[config.mk]
export PLATFORM = sky130hd
export DESIGN_NAME = serial_frame_parser_sum_add_check_core
export DESIGN_NICKNAME = d
export VERILOG_FILES = /design/src/hw/rtl/sfp_pkg.sv /design/src/hw/rtl/sfp_cfg_regs.sv /design/src/hw/rtl/sfp_parser.sv /design/src/hw/rtl/sfp_out_buf.sv /design/src/hw/rtl/serial_frame_parser_sum_add_check_core.sv
export VERILOG_INCLUDE_DIRS = /design/src /design/src/hw/rtl
export SDC_FILE = /design/constraint.sdc
export NUM_CORES = 1
export LEC_CHECK = 0
export ABC_AREA = 1
export BUFFER_PORTS_ARGS = -buffer_cell sky130_fd_sc_hd__clkbuf_2
export CORE_AREA = 2 2 166 168
export CTS_CLUSTER_SIZE = 12
export DETAILED_ROUTE_END_ITERATION = 8
export DIE_AREA = 0 0 168 170
export GPL_TIMING_DRIVEN = 0
export PLACE_DENSITY = 0.83
export SLEW_MARGIN = 20
export SYNTH_ARGS = -nofsm -noshare
export SYNTH_HDL_FRONTEND = slang
export SYNTH_HIERARCHICAL = 1
export SYNTH_SLANG_ARGS = --single-unit
[constraint.sdc]
create_clock -name clk -period 12.76 [get_ports clk]
set_input_delay 2.552 -clock clk [delete_from_list [all_inputs] [get_ports clk]]
set_output_delay 2.552 -clock clk [all_outputs]
set_load 0.02 [all_outputs]
[src/hw/rtl/serial_frame_parser_sum_add_check_core_assert.svh]
// Assertion shorthands for the frame parser core.
// Each expects clk and rst_n to be visible where it is used.
`ifndef SERIAL_FRAME_PARSER_SUM_ADD_CHECK_CORE_ASSERT_SVH
`define SERIAL_FRAME_PARSER_SUM_ADD_CHECK_CORE_ASSERT_SVH

// Condition must hold in the same cycle as the trigger.
`define SFP_ASSERT_IMP(lbl, ante, cons) \
  lbl: assert property (@(posedge clk) disable iff (!rst_n) (ante) |-> (cons)) \
    else $error("sfp: implication failed");

// Condition must hold in the cycle after the trigger.
`define SFP_ASSERT_NEXT(lbl, ante, cons) \
  lbl: assert property (@(posedge clk) disable iff (!rst_n) (ante) |=> (cons)) \
    else $error("sfp: next-cycle check failed");

`endif

[src/hw/rtl/sfp_pkg.sv]
package sfp_pkg;

  localparam int CAPTURE_DEPTH = 12;
  localparam int CAP_IDX_W     = $clog2(CAPTURE_DEPTH);
  localparam int NUM_WORDS     = CAPTURE_DEPTH / 2;
  localparam int CFG_IDX_W     = 2;
  localparam int CFG_DATA_W    = 8;

  // register indexes
  localparam logic [CFG_IDX_W-1:0] CFG_SYNC_FIRST   = 2'd0;
  localparam logic [CFG_IDX_W-1:0] CFG_SYNC_SECOND  = 2'd1;
  localparam logic [CFG_IDX_W-1:0] CFG_TELEMETRY_ID = 2'd2;

  localparam logic [7:0] RST_SYNC_FIRST   = 8'hAA;
  localparam logic [7:0] RST_SYNC_SECOND  = 8'hFF;
  localparam logic [7:0] RST_TELEMETRY_ID = 8'hF5;

  // result status codes
  localparam logic [1:0] ST_BAD   = 2'd0;
  localparam logic [1:0] ST_GOOD  = 2'd1;
  localparam logic [1:0] ST_TELEM = 2'd2;

  typedef enum logic [2:0] {
    PH_HUNT    = 3'd0,
    PH_SYNC2   = 3'd1,
    PH_ID      = 3'd2,
    PH_LEN     = 3'd3,
    PH_PAYLOAD = 3'd4,
    PH_SUM     = 3'd5,
    PH_ADD     = 3'd6
  } phase_t;

  typedef struct packed {
    logic [7:0] sync_first;
    logic [7:0] sync_second;
    logic [7:0] telemetry_id;
  } sfp_cfg_t;

  typedef struct packed {
    logic [1:0]         status;
    logic [7:0]         frame_id;
    logic [7:0]         payload_length;
    logic signed [15:0] angle_right;
    logic signed [15:0] angle_left;
    logic signed [15:0] pitch;
    logic signed [15:0] roll;
    logic signed [15:0] yaw;
    logic signed [15:0] voltage_centivolts;
  } sfp_result_t;

endpackage

[src/hw/rtl/sfp_cfg_regs.sv]
module sfp_cfg_regs import sfp_pkg::*; (
  input  logic                  clk,
  input  logic                  rst_n,
  input  logic                  cfg_we,
  input  logic [CFG_IDX_W-1:0]  cfg_index,
  input  logic [CFG_DATA_W-1:0] cfg_wdata,
  output sfp_cfg_t              cfg
);

  sfp_cfg_t cfg_r;
  sfp_cfg_t cfg_nxt;

  always_comb begin
    cfg_nxt = cfg_r;
    if (cfg_we) begin
      unique case (cfg_index)
        CFG_SYNC_FIRST:   cfg_nxt.sync_first   = cfg_wdata;
        CFG_SYNC_SECOND:  cfg_nxt.sync_second  = cfg_wdata;
        CFG_TELEMETRY_ID: cfg_nxt.telemetry_id = cfg_wdata;
        default: ;  // unmapped index: ignored
      endcase
    end
  end

  always_ff @(posedge clk) begin
    if (!rst_n) begin
      cfg_r.sync_first   <= RST_SYNC_FIRST;
      cfg_r.sync_second  <= RST_SYNC_SECOND;
      cfg_r.telemetry_id <= RST_TELEMETRY_ID;
    end else begin
      cfg_r <= cfg_nxt;
    end
  end

  assign cfg = cfg_r;

endmodule

[src/hw/rtl/sfp_parser.sv]
module sfp_parser import sfp_pkg::*; (
  input  logic        clk,
  input  logic        rst_n,
  input  sfp_cfg_t    cfg,
  input  logic        byte_acc,
  input  logic [7:0]  rx_byte,
  output logic        res_valid,
  output sfp_result_t res
);

  phase_t     phase_r, phase_nxt;
  logic [7:0] held_id_r, held_id_nxt;
  logic [7:0] decl_len_r, decl_len_nxt;
  logic [7:0] byte_cnt_r, byte_cnt_nxt;
  logic [7:0] sum_r, sum_nxt;
  logic [7:0] add_r, add_nxt;
  logic [7:0] rx_sum_r, rx_sum_nxt;
  logic [7:0] cap_r [CAPTURE_DEPTH];

  logic [7:0]           sum_abs, add_abs, cnt_inc;
  logic                 cap_we;
  logic [CAP_IDX_W-1:0] cap_idx;
  logic                 chk_ok, is_telem;
  logic [15:0]          words [NUM_WORDS];

  // running sum/add update for the current byte
  assign sum_abs = sum_r + rx_byte;
  assign add_abs = add_r + sum_abs;
  assign cnt_inc = byte_cnt_r + 8'd1;
  assign cap_idx = byte_cnt_r[CAP_IDX_W-1:0];

  always_comb begin
    phase_nxt    = phase_r;
    held_id_nxt  = held_id_r;
    decl_len_nxt = decl_len_r;
    byte_cnt_nxt = byte_cnt_r;
    sum_nxt      = sum_r;
    add_nxt      = add_r;
    rx_sum_nxt   = rx_sum_r;
    cap_we       = 1'b0;
    res_valid    = 1'b0;
    if (byte_acc) begin
      unique case (phase_r)
        PH_HUNT: begin
          decl_len_nxt = '0;
          byte_cnt_nxt = '0;
          sum_nxt      = '0;
          add_nxt      = '0;
          if (rx_byte == cfg.sync_first) begin
            // sum and add both start from zero
            sum_nxt   = rx_byte;
            add_nxt   = rx_byte;
            phase_nxt = PH_SYNC2;
          end
        end
        PH_SYNC2: begin
          if (rx_byte == cfg.sync_second) begin
            sum_nxt   = sum_abs;
            add_nxt   = add_abs;
            phase_nxt = PH_ID;
          end else begin
            phase_nxt = PH_HUNT;
          end
        end
        PH_ID: begin
          held_id_nxt = rx_byte;
          sum_nxt     = sum_abs;
          add_nxt     = add_abs;
          phase_nxt   = PH_LEN;
        end
        PH_LEN: begin
          decl_len_nxt = rx_byte;
          byte_cnt_nxt = '0;
          sum_nxt      = sum_abs;
          add_nxt      = add_abs;
          phase_nxt    = (rx_byte == 8'd0) ? PH_SUM : PH_PAYLOAD;
        end
        PH_PAYLOAD: begin
          cap_we       = (byte_cnt_r < 8'(CAPTURE_DEPTH));
          sum_nxt      = sum_abs;
          add_nxt      = add_abs;
          byte_cnt_nxt = cnt_inc;
          if (cnt_inc >= decl_len_r) begin
            phase_nxt = PH_SUM;
          end
        end
        PH_SUM: begin
          rx_sum_nxt = rx_byte;
          phase_nxt  = PH_ADD;
        end
        PH_ADD: begin
          res_valid = 1'b1;
          phase_nxt = PH_HUNT;
        end
        default: phase_nxt = PH_HUNT;
      endcase
    end
  end

  always_ff @(posedge clk) begin
    if (!rst_n) begin
      phase_r    <= PH_HUNT;
      held_id_r  <= '0;
      decl_len_r <= '0;
      byte_cnt_r <= '0;
      sum_r      <= '0;
      add_r      <= '0;
      rx_sum_r   <= '0;
    end else begin
      phase_r    <= phase_nxt;
      held_id_r  <= held_id_nxt;
      decl_len_r <= decl_len_nxt;
      byte_cnt_r <= byte_cnt_nxt;
      sum_r      <= sum_nxt;
      add_r      <= add_nxt;
      rx_sum_r   <= rx_sum_nxt;
    end
  end

  // capture bytes hold no reset; a telemetry frame always overwrites all of them
  always_ff @(posedge clk) begin
    if (cap_we) begin
      cap_r[cap_idx] <= rx_byte;
    end
  end

  for (genvar w = 0; w < NUM_WORDS; w++) begin : g_word
    assign words[w] = {cap_r[2*w+1], cap_r[2*w]};
  end

  assign chk_ok   = (rx_sum_r == sum_r) && (rx_byte == add_r);
  assign is_telem = chk_ok && (held_id_r == cfg.telemetry_id)
                    && (decl_len_r >= 8'(CAPTURE_DEPTH));

  always_comb begin
    res                = '0;
    res.frame_id       = held_id_r;
    res.payload_length = decl_len_r;
    if (!chk_ok) begin
      res.status = ST_BAD;
    end else if (is_telem) begin
      res.status             = ST_TELEM;
      res.angle_right        = words[0];
      res.angle_left         = words[1];
      res.pitch              = words[2];
      res.roll               = words[3];
      res.yaw                = words[4];
      res.voltage_centivolts = words[5];
    end else begin
      res.status = ST_GOOD;
    end
  end

endmodule

[src/hw/rtl/sfp_out_buf.sv]
module sfp_out_buf import sfp_pkg::*; (
  input  logic        clk,
  input  logic        rst_n,
  input  logic        push,
  input  sfp_result_t push_data,
  input  logic        out_stall,
  output logic        out_valid,
  output sfp_result_t head,
  output logic        full
);

  logic        head_vld_r, head_vld_nxt;
  logic        skid_vld_r, skid_vld_nxt;
  sfp_result_t head_r, head_nxt;
  sfp_result_t skid_r, skid_nxt;
  logic        head_free;

  assign head_free = !head_vld_r || !out_stall;

  always_comb begin
    head_vld_nxt = head_vld_r;
    skid_vld_nxt = skid_vld_r;
    head_nxt     = head_r;
    skid_nxt     = skid_r;
    if (head_free) begin
      if (skid_vld_r) begin
        head_nxt     = skid_r;
        head_vld_nxt = 1'b1;
        skid_nxt     = push_data;
        skid_vld_nxt = push;
      end else begin
        head_nxt     = push_data;
        head_vld_nxt = push;
      end
    end else if (push) begin
      // head held by the receiver: park the new result
      skid_nxt     = push_data;
      skid_vld_nxt = 1'b1;
    end
  end

  always_ff @(posedge clk) begin
    if (!rst_n) begin
      head_vld_r <= 1'b0;
      skid_vld_r <= 1'b0;
    end else begin
      head_vld_r <= head_vld_nxt;
      skid_vld_r <= skid_vld_nxt;
    end
  end

  always_ff @(posedge clk) begin
    head_r <= head_nxt;
    skid_r <= skid_nxt;
  end

  assign out_valid = head_vld_r;
  assign head      = head_r;
  assign full      = skid_vld_r;

endmodule

[src/hw/rtl/serial_frame_parser_sum_add_check_core.sv]
// Serial frame parser with an 8-bit sum/add check.
// Input channel: one received byte per transfer on in_rx_byte (in_valid/in_stall).
// Result channel: one transfer per completed frame (out_valid/out_stall) carrying
//   status, ID, declared length and, for telemetry frames, five int16 angles and
//   the raw battery voltage in 0.01 V counts; those six are zero otherwise.
// Config port: cfg_we with cfg_index 0..2 writes sync_first, sync_second and
//   telemetry_id; other indexes are ignored. Write only while the block is idle.
// Throughput: one byte per cycle while in_stall is low; every byte is parsed in
//   the cycle it is taken, the frame state machine being the only loop.
// Latency: a frame's result is on the outputs the cycle after its add byte is
//   taken, unless an earlier result still waits in the output stage.
// Stall: a two-entry output stage (result register plus skid) lets bytes keep
//   flowing while a result waits; in_stall rises only when both entries are
//   occupied and drops as soon as the receiver takes one.
// Reset (rst_n low, synchronous): parser hunts for the first sync byte, the
//   checks clear, both output entries empty and the registers return to
//   0xAA, 0xFF and 0xF5.
`include "serial_frame_parser_sum_add_check_core_assert.svh"

module serial_frame_parser_sum_add_check_core import sfp_pkg::*; (
  input  logic                  clk,
  input  logic                  rst_n,
  // byte input
  input  logic                  in_valid,
  output logic                  in_stall,
  input  logic [7:0]            in_rx_byte,
  // frame results
  output logic                  out_valid,
  input  logic                  out_stall,
  output logic [1:0]            out_status,
  output logic [7:0]            out_frame_id,
  output logic [7:0]            out_payload_length,
  output logic signed [15:0]    out_angle_right,
  output logic signed [15:0]    out_angle_left,
  output logic signed [15:0]    out_pitch,
  output logic signed [15:0]    out_roll,
  output logic signed [15:0]    out_yaw,
  output logic signed [15:0]    out_voltage_centivolts,
  // configuration writes
  input  logic                  cfg_we,
  input  logic [CFG_IDX_W-1:0]  cfg_index,
  input  logic [CFG_DATA_W-1:0] cfg_wdata
);

  sfp_cfg_t    cfg;
  sfp_result_t res;
  sfp_result_t head;
  logic        res_valid;
  logic        buf_full;
  logic        byte_acc;

  // a transfer is refused only when both output entries are taken
  assign in_stall = buf_full;
  assign byte_acc = in_valid && !buf_full;

  sfp_cfg_regs u_cfg (
    .clk       (clk),
    .rst_n     (rst_n),
    .cfg_we    (cfg_we),
    .cfg_index (cfg_index),
    .cfg_wdata (cfg_wdata),
    .cfg       (cfg)
  );

  sfp_parser u_parser (
    .clk       (clk),
    .rst_n     (rst_n),
    .cfg       (cfg),
    .byte_acc  (byte_acc),
    .rx_byte   (in_rx_byte),
    .res_valid (res_valid),
    .res       (res)
  );

  sfp_out_buf u_out (
    .clk       (clk),
    .rst_n     (rst_n),
    .push      (res_valid),
    .push_data (res),
    .out_stall (out_stall),
    .out_valid (out_valid),
    .head      (head),
    .full      (buf_full)
  );

  assign out_status             = head.status;
  assign out_frame_id           = head.frame_id;
  assign out_payload_length     = head.payload_length;
  assign out_angle_right        = head.angle_right;
  assign out_angle_left         = head.angle_left;
  assign out_pitch              = head.pitch;
  assign out_roll               = head.roll;
  assign out_yaw                = head.yaw;
  assign out_voltage_centivolts = head.voltage_centivolts;

  // skid entry only fills behind an occupied result register
  `SFP_ASSERT_IMP(a_skid_behind_head, buf_full, out_valid)

  // a new result lands in the output stage on the next cycle
  `SFP_ASSERT_NEXT(a_result_lands, res_valid, out_valid)

  // status is one of the three defined codes
  `SFP_ASSERT_IMP(a_status_code, out_valid,
    out_status == ST_BAD || out_status == ST_GOOD || out_status == ST_TELEM)

  // angle_right, yaw and voltage are zero unless the frame is telemetry
  `SFP_ASSERT_IMP(a_zero_decode, out_valid && out_status != ST_TELEM,
    out_angle_right == 16'sd0 && out_yaw == 16'sd0 && out_voltage_centivolts == 16'sd0)

endmodule

==> reports/metrics.yaml <==
synthesis:
  synth_xor_area_share_pct: 2.28
  synth_top_family_by_area: "simple AND/OR/NAND/NOR gates"
  synth_most_common_cell: "nand2_1"
  synth_mux_area_share_pct: 0
  synth_top_cells_by_area: "edfxtp_1, nand2_1, dfxtp_1"
  synth_edf_count: 324
  syn_nets: 1648
  netlist_area_mm2: 0.0169
  synth_top_area_share_pct: 57.7
  yosysTopAreaCell: "edfxtp_1"
  synth_compound_gate_area_share_pct: 2.94
  synth_adder_area_share_pct: 2.24
  synthFlopType: "edfxtp_1"
  synth_cells: 1596
  synth_common_cells: "nand2_1, edfxtp_1, inv_1, nor2_1, dfxtp_1"
  yosysWarningCount: 6
  async_flop_share_pct: 0
  synth-simple-area-share_pct: 19.5
  postSynthAreaPerCell_um2: 10.6
  synth.distinct_cells: 36
  yosysSeqAreaShare_pct: 66.8
  ys_ff_latch: 401
clock_network:
  cts_root_buf: "clkbuf_16"
  cts_resized: 0
  cts.htree.levels: 2
  clkTransAtPathRegs_ps: 60
  cts_buffer_depth: 3
  cts_tree: "yes"
  clock-sinks: 401
  cts_hold_buf: 0
  insertion_delay_ps: 530
  cts_setup_buffers: 0
  cts_inserted_buffers: 40
drt:
  firstDrtPassIters: 5
  drt-wirelength-per-cell_um: 16.9
  drtIter0Drc: 1146
  drtAntennaViolNets: 0
  drc: 0
  avgViaCountPerCell: 5.39
  wl_um: 36300
  num_vias: 11564
setup_path:
  critical_path_class: "input pin to flop"
  cp_top_family: "adder cells"
  critPathSlowestCell: "fa_1"
  endpoint_kind: "flop"
  crit_fanout: 14
  cpPeakStageDelay_ps: 400
  crit_required_ps: 13210
  cp_common_cell: "nand2_1"
  critPathLaunchType: "input pin"
  arrival_ps: 5420
  critPathBufInv: 2
  cp_cell_sequence: "clkbuf_2 -> ha_1 -> fa_1 -> nand3_1 -> nand2_1 -> or2_2 -> nand2_1 -> inv_1 -> ha_1 -> a21oi_1 -> a21boi_0 -> xnor2_1 -> nand2_1 -> a21oi_1"
die:
  dieArea_mm2: 0.0286
  ioPinCount: 139
  die_height_um: 170
  coreArea_mm2: 0.0267
  initial_core_util_pct: 63.3
  rows: 60
  die_width_um: 168
sta:
  min_period_ps: 4970
  worst_slew_pin_slew_ps: 978
  setup_viol: 0
  max_freq_mhz: 201
  tns_ps: 0
  rsz0062_at_grt: "false"
  timing.final.crit_share_pct: 39.0
  hold-worst-slack_ps: 480
  skew_ps: 17.0
  hold_viol_final: 0
  finalMaxSlewViolations: 0
  max_slew_margin_pct: 34.5
flow_run:
  cap_violations: 0
global_routing:
  grt_max_degree: 64
  antenna_found_initial: 0
  grt_busiest_layer: "met2"
  grt_pass1_wl_um: 56800
  gr-usage-met3_pct: 3.88
  overflow: 0
  grt_pass1_vias: 11148
  grt.met2_usage_pct: 43.8
  grt.total_usage_pct: 25.5
  grtUsageMet1_pct: 32.8
placed_design:
  gp_congestion: 0.937
  io_buffers: 136
  dp_hpwl_um: 24000
cells_and_area:
  fillers: 1776
  area_growth_pct: 14.0
  multiInputGateArea_mm2: 0.00457
  fin_util_pct: 72.2
  layout-drive-gt1-share_pct: 15.9
  num_antenna_cells: 0
  nets: 1829
  register_area_mm2: 0.0113
worst_hold_path:
  worstHoldPathType: "flop to flop"
pwr:
  vdd_ir_drop_max_mv: 0.0810
  leakagePower_uw: 0.00878
  powerDensity_mw_per_mm2: 137
status:
  status: "complete, no violations"
## placed cells by master, fill, tap and decap left out, drive strengths merged, types with 34 or more instances in the layout
cell type,netlist,routed
nor2,177,177
nand2,509,509
a21oi,53,53
nand3,60,60
clkbuf,10,210
inv,169,170
buf,52,55
dfxtp,77,77
o21ai,34,34
edfxtp,324,324
## flip-flops by register name, indices dropped and copies added (netlist names)
register / cells
u_cfg/cfg: 24
u_out/full: 1
u_out/head: 114
u_out/out_valid: 1
u_out/skid_r: 114
u_parser/add_r: 8
u_parser/byte_cnt_r: 8
u_parser/cap_r: 96
u_parser/decl_len_r: 8
u_parser/held_id_r: 8
u_parser/phase_r: 3
u_parser/rx_sum_r: 8
u_parser/sum_r: 8
## kinds of logic (layout without fill, tap and decap cells)
group | after synthesis | count (layout)
adders and majority gates | 29 | 29
and+or+nand+nor | 795 | 795
AOI/OAI and AO/OA | 95 | 95
DFF | 401 | 401
buffers and inverters | 232 | 439
xor gates and xnor gates | 44 | 44
## layout make-up
class                           instances  area share, %
Clock inverter                          4          0.176
Tap cell                              341           2.22
Timing Repair Buffer                  139           3.97
Clock buffer                           64           5.84
Inverter                              170           3.37
Sequential cell                       401           58.6
Multi-Input combinational cell        963           23.7
Buffer                                 62           2.06
## worst reg2reg max path, stage by stage (launching register included)
cell and delay [ps]:
dfxtp_1 360, ha_1 230, fa_1 400, nand3_1 90, nand2_1 70, or2_2 270
nand2_1 60, inv_1 50, ha_1 320, a21oi_1 230, a21boi_0 280, xnor2_1 160
nand2_1 70, a21oi_1 160
## stage by stage
stage / total power, uW / instance area [um2] / worst slack, ps / instances
floorplan: 1560 / 16900 / 4580 / 1596
global placement: 1600 / 18000 / 2670 / 2073
detailed placement: 1610 / 18100 / 7380 / 2076
CTS: 2650 / 19200 / 7880 / 2144
global route: 2720 / 19200 / 7640 / 2144
finish: 2640 / 19200 / 7790 / 2144
## where the power goes
group | internal, uW | switching [uW] | total (uW)
Combinational | 56.0 | 106 | 162
Sequential | 1410 | 15.0 | 1430
Clock | 601 | 451 | 1050
Total | 2070 | 571 | 2640
## layer usage
layer,up-vias,wire [um]
met1,5373,14400
met2,531,18000
li1,5564,-
met5,-,0
met3,96,2690
met4,0,1170
## worst paths after layout
check / startpoint / end / slack [ps] / depth (start not counted)
max reg2reg: u_parser/sum_r[0] / u_parser/add_r[5] / 9940 / 13
max: in_rx_byte[0] / u_parser/add_r[5] / 7790 / 14
min reg2reg: u_cfg/cfg[11] / u_cfg/cfg[11] / 480 / 2
min: u_cfg/cfg[11] / u_cfg/cfg[11] / 480 / 2
Note: power is estimated with default switching activity, not from simulation.
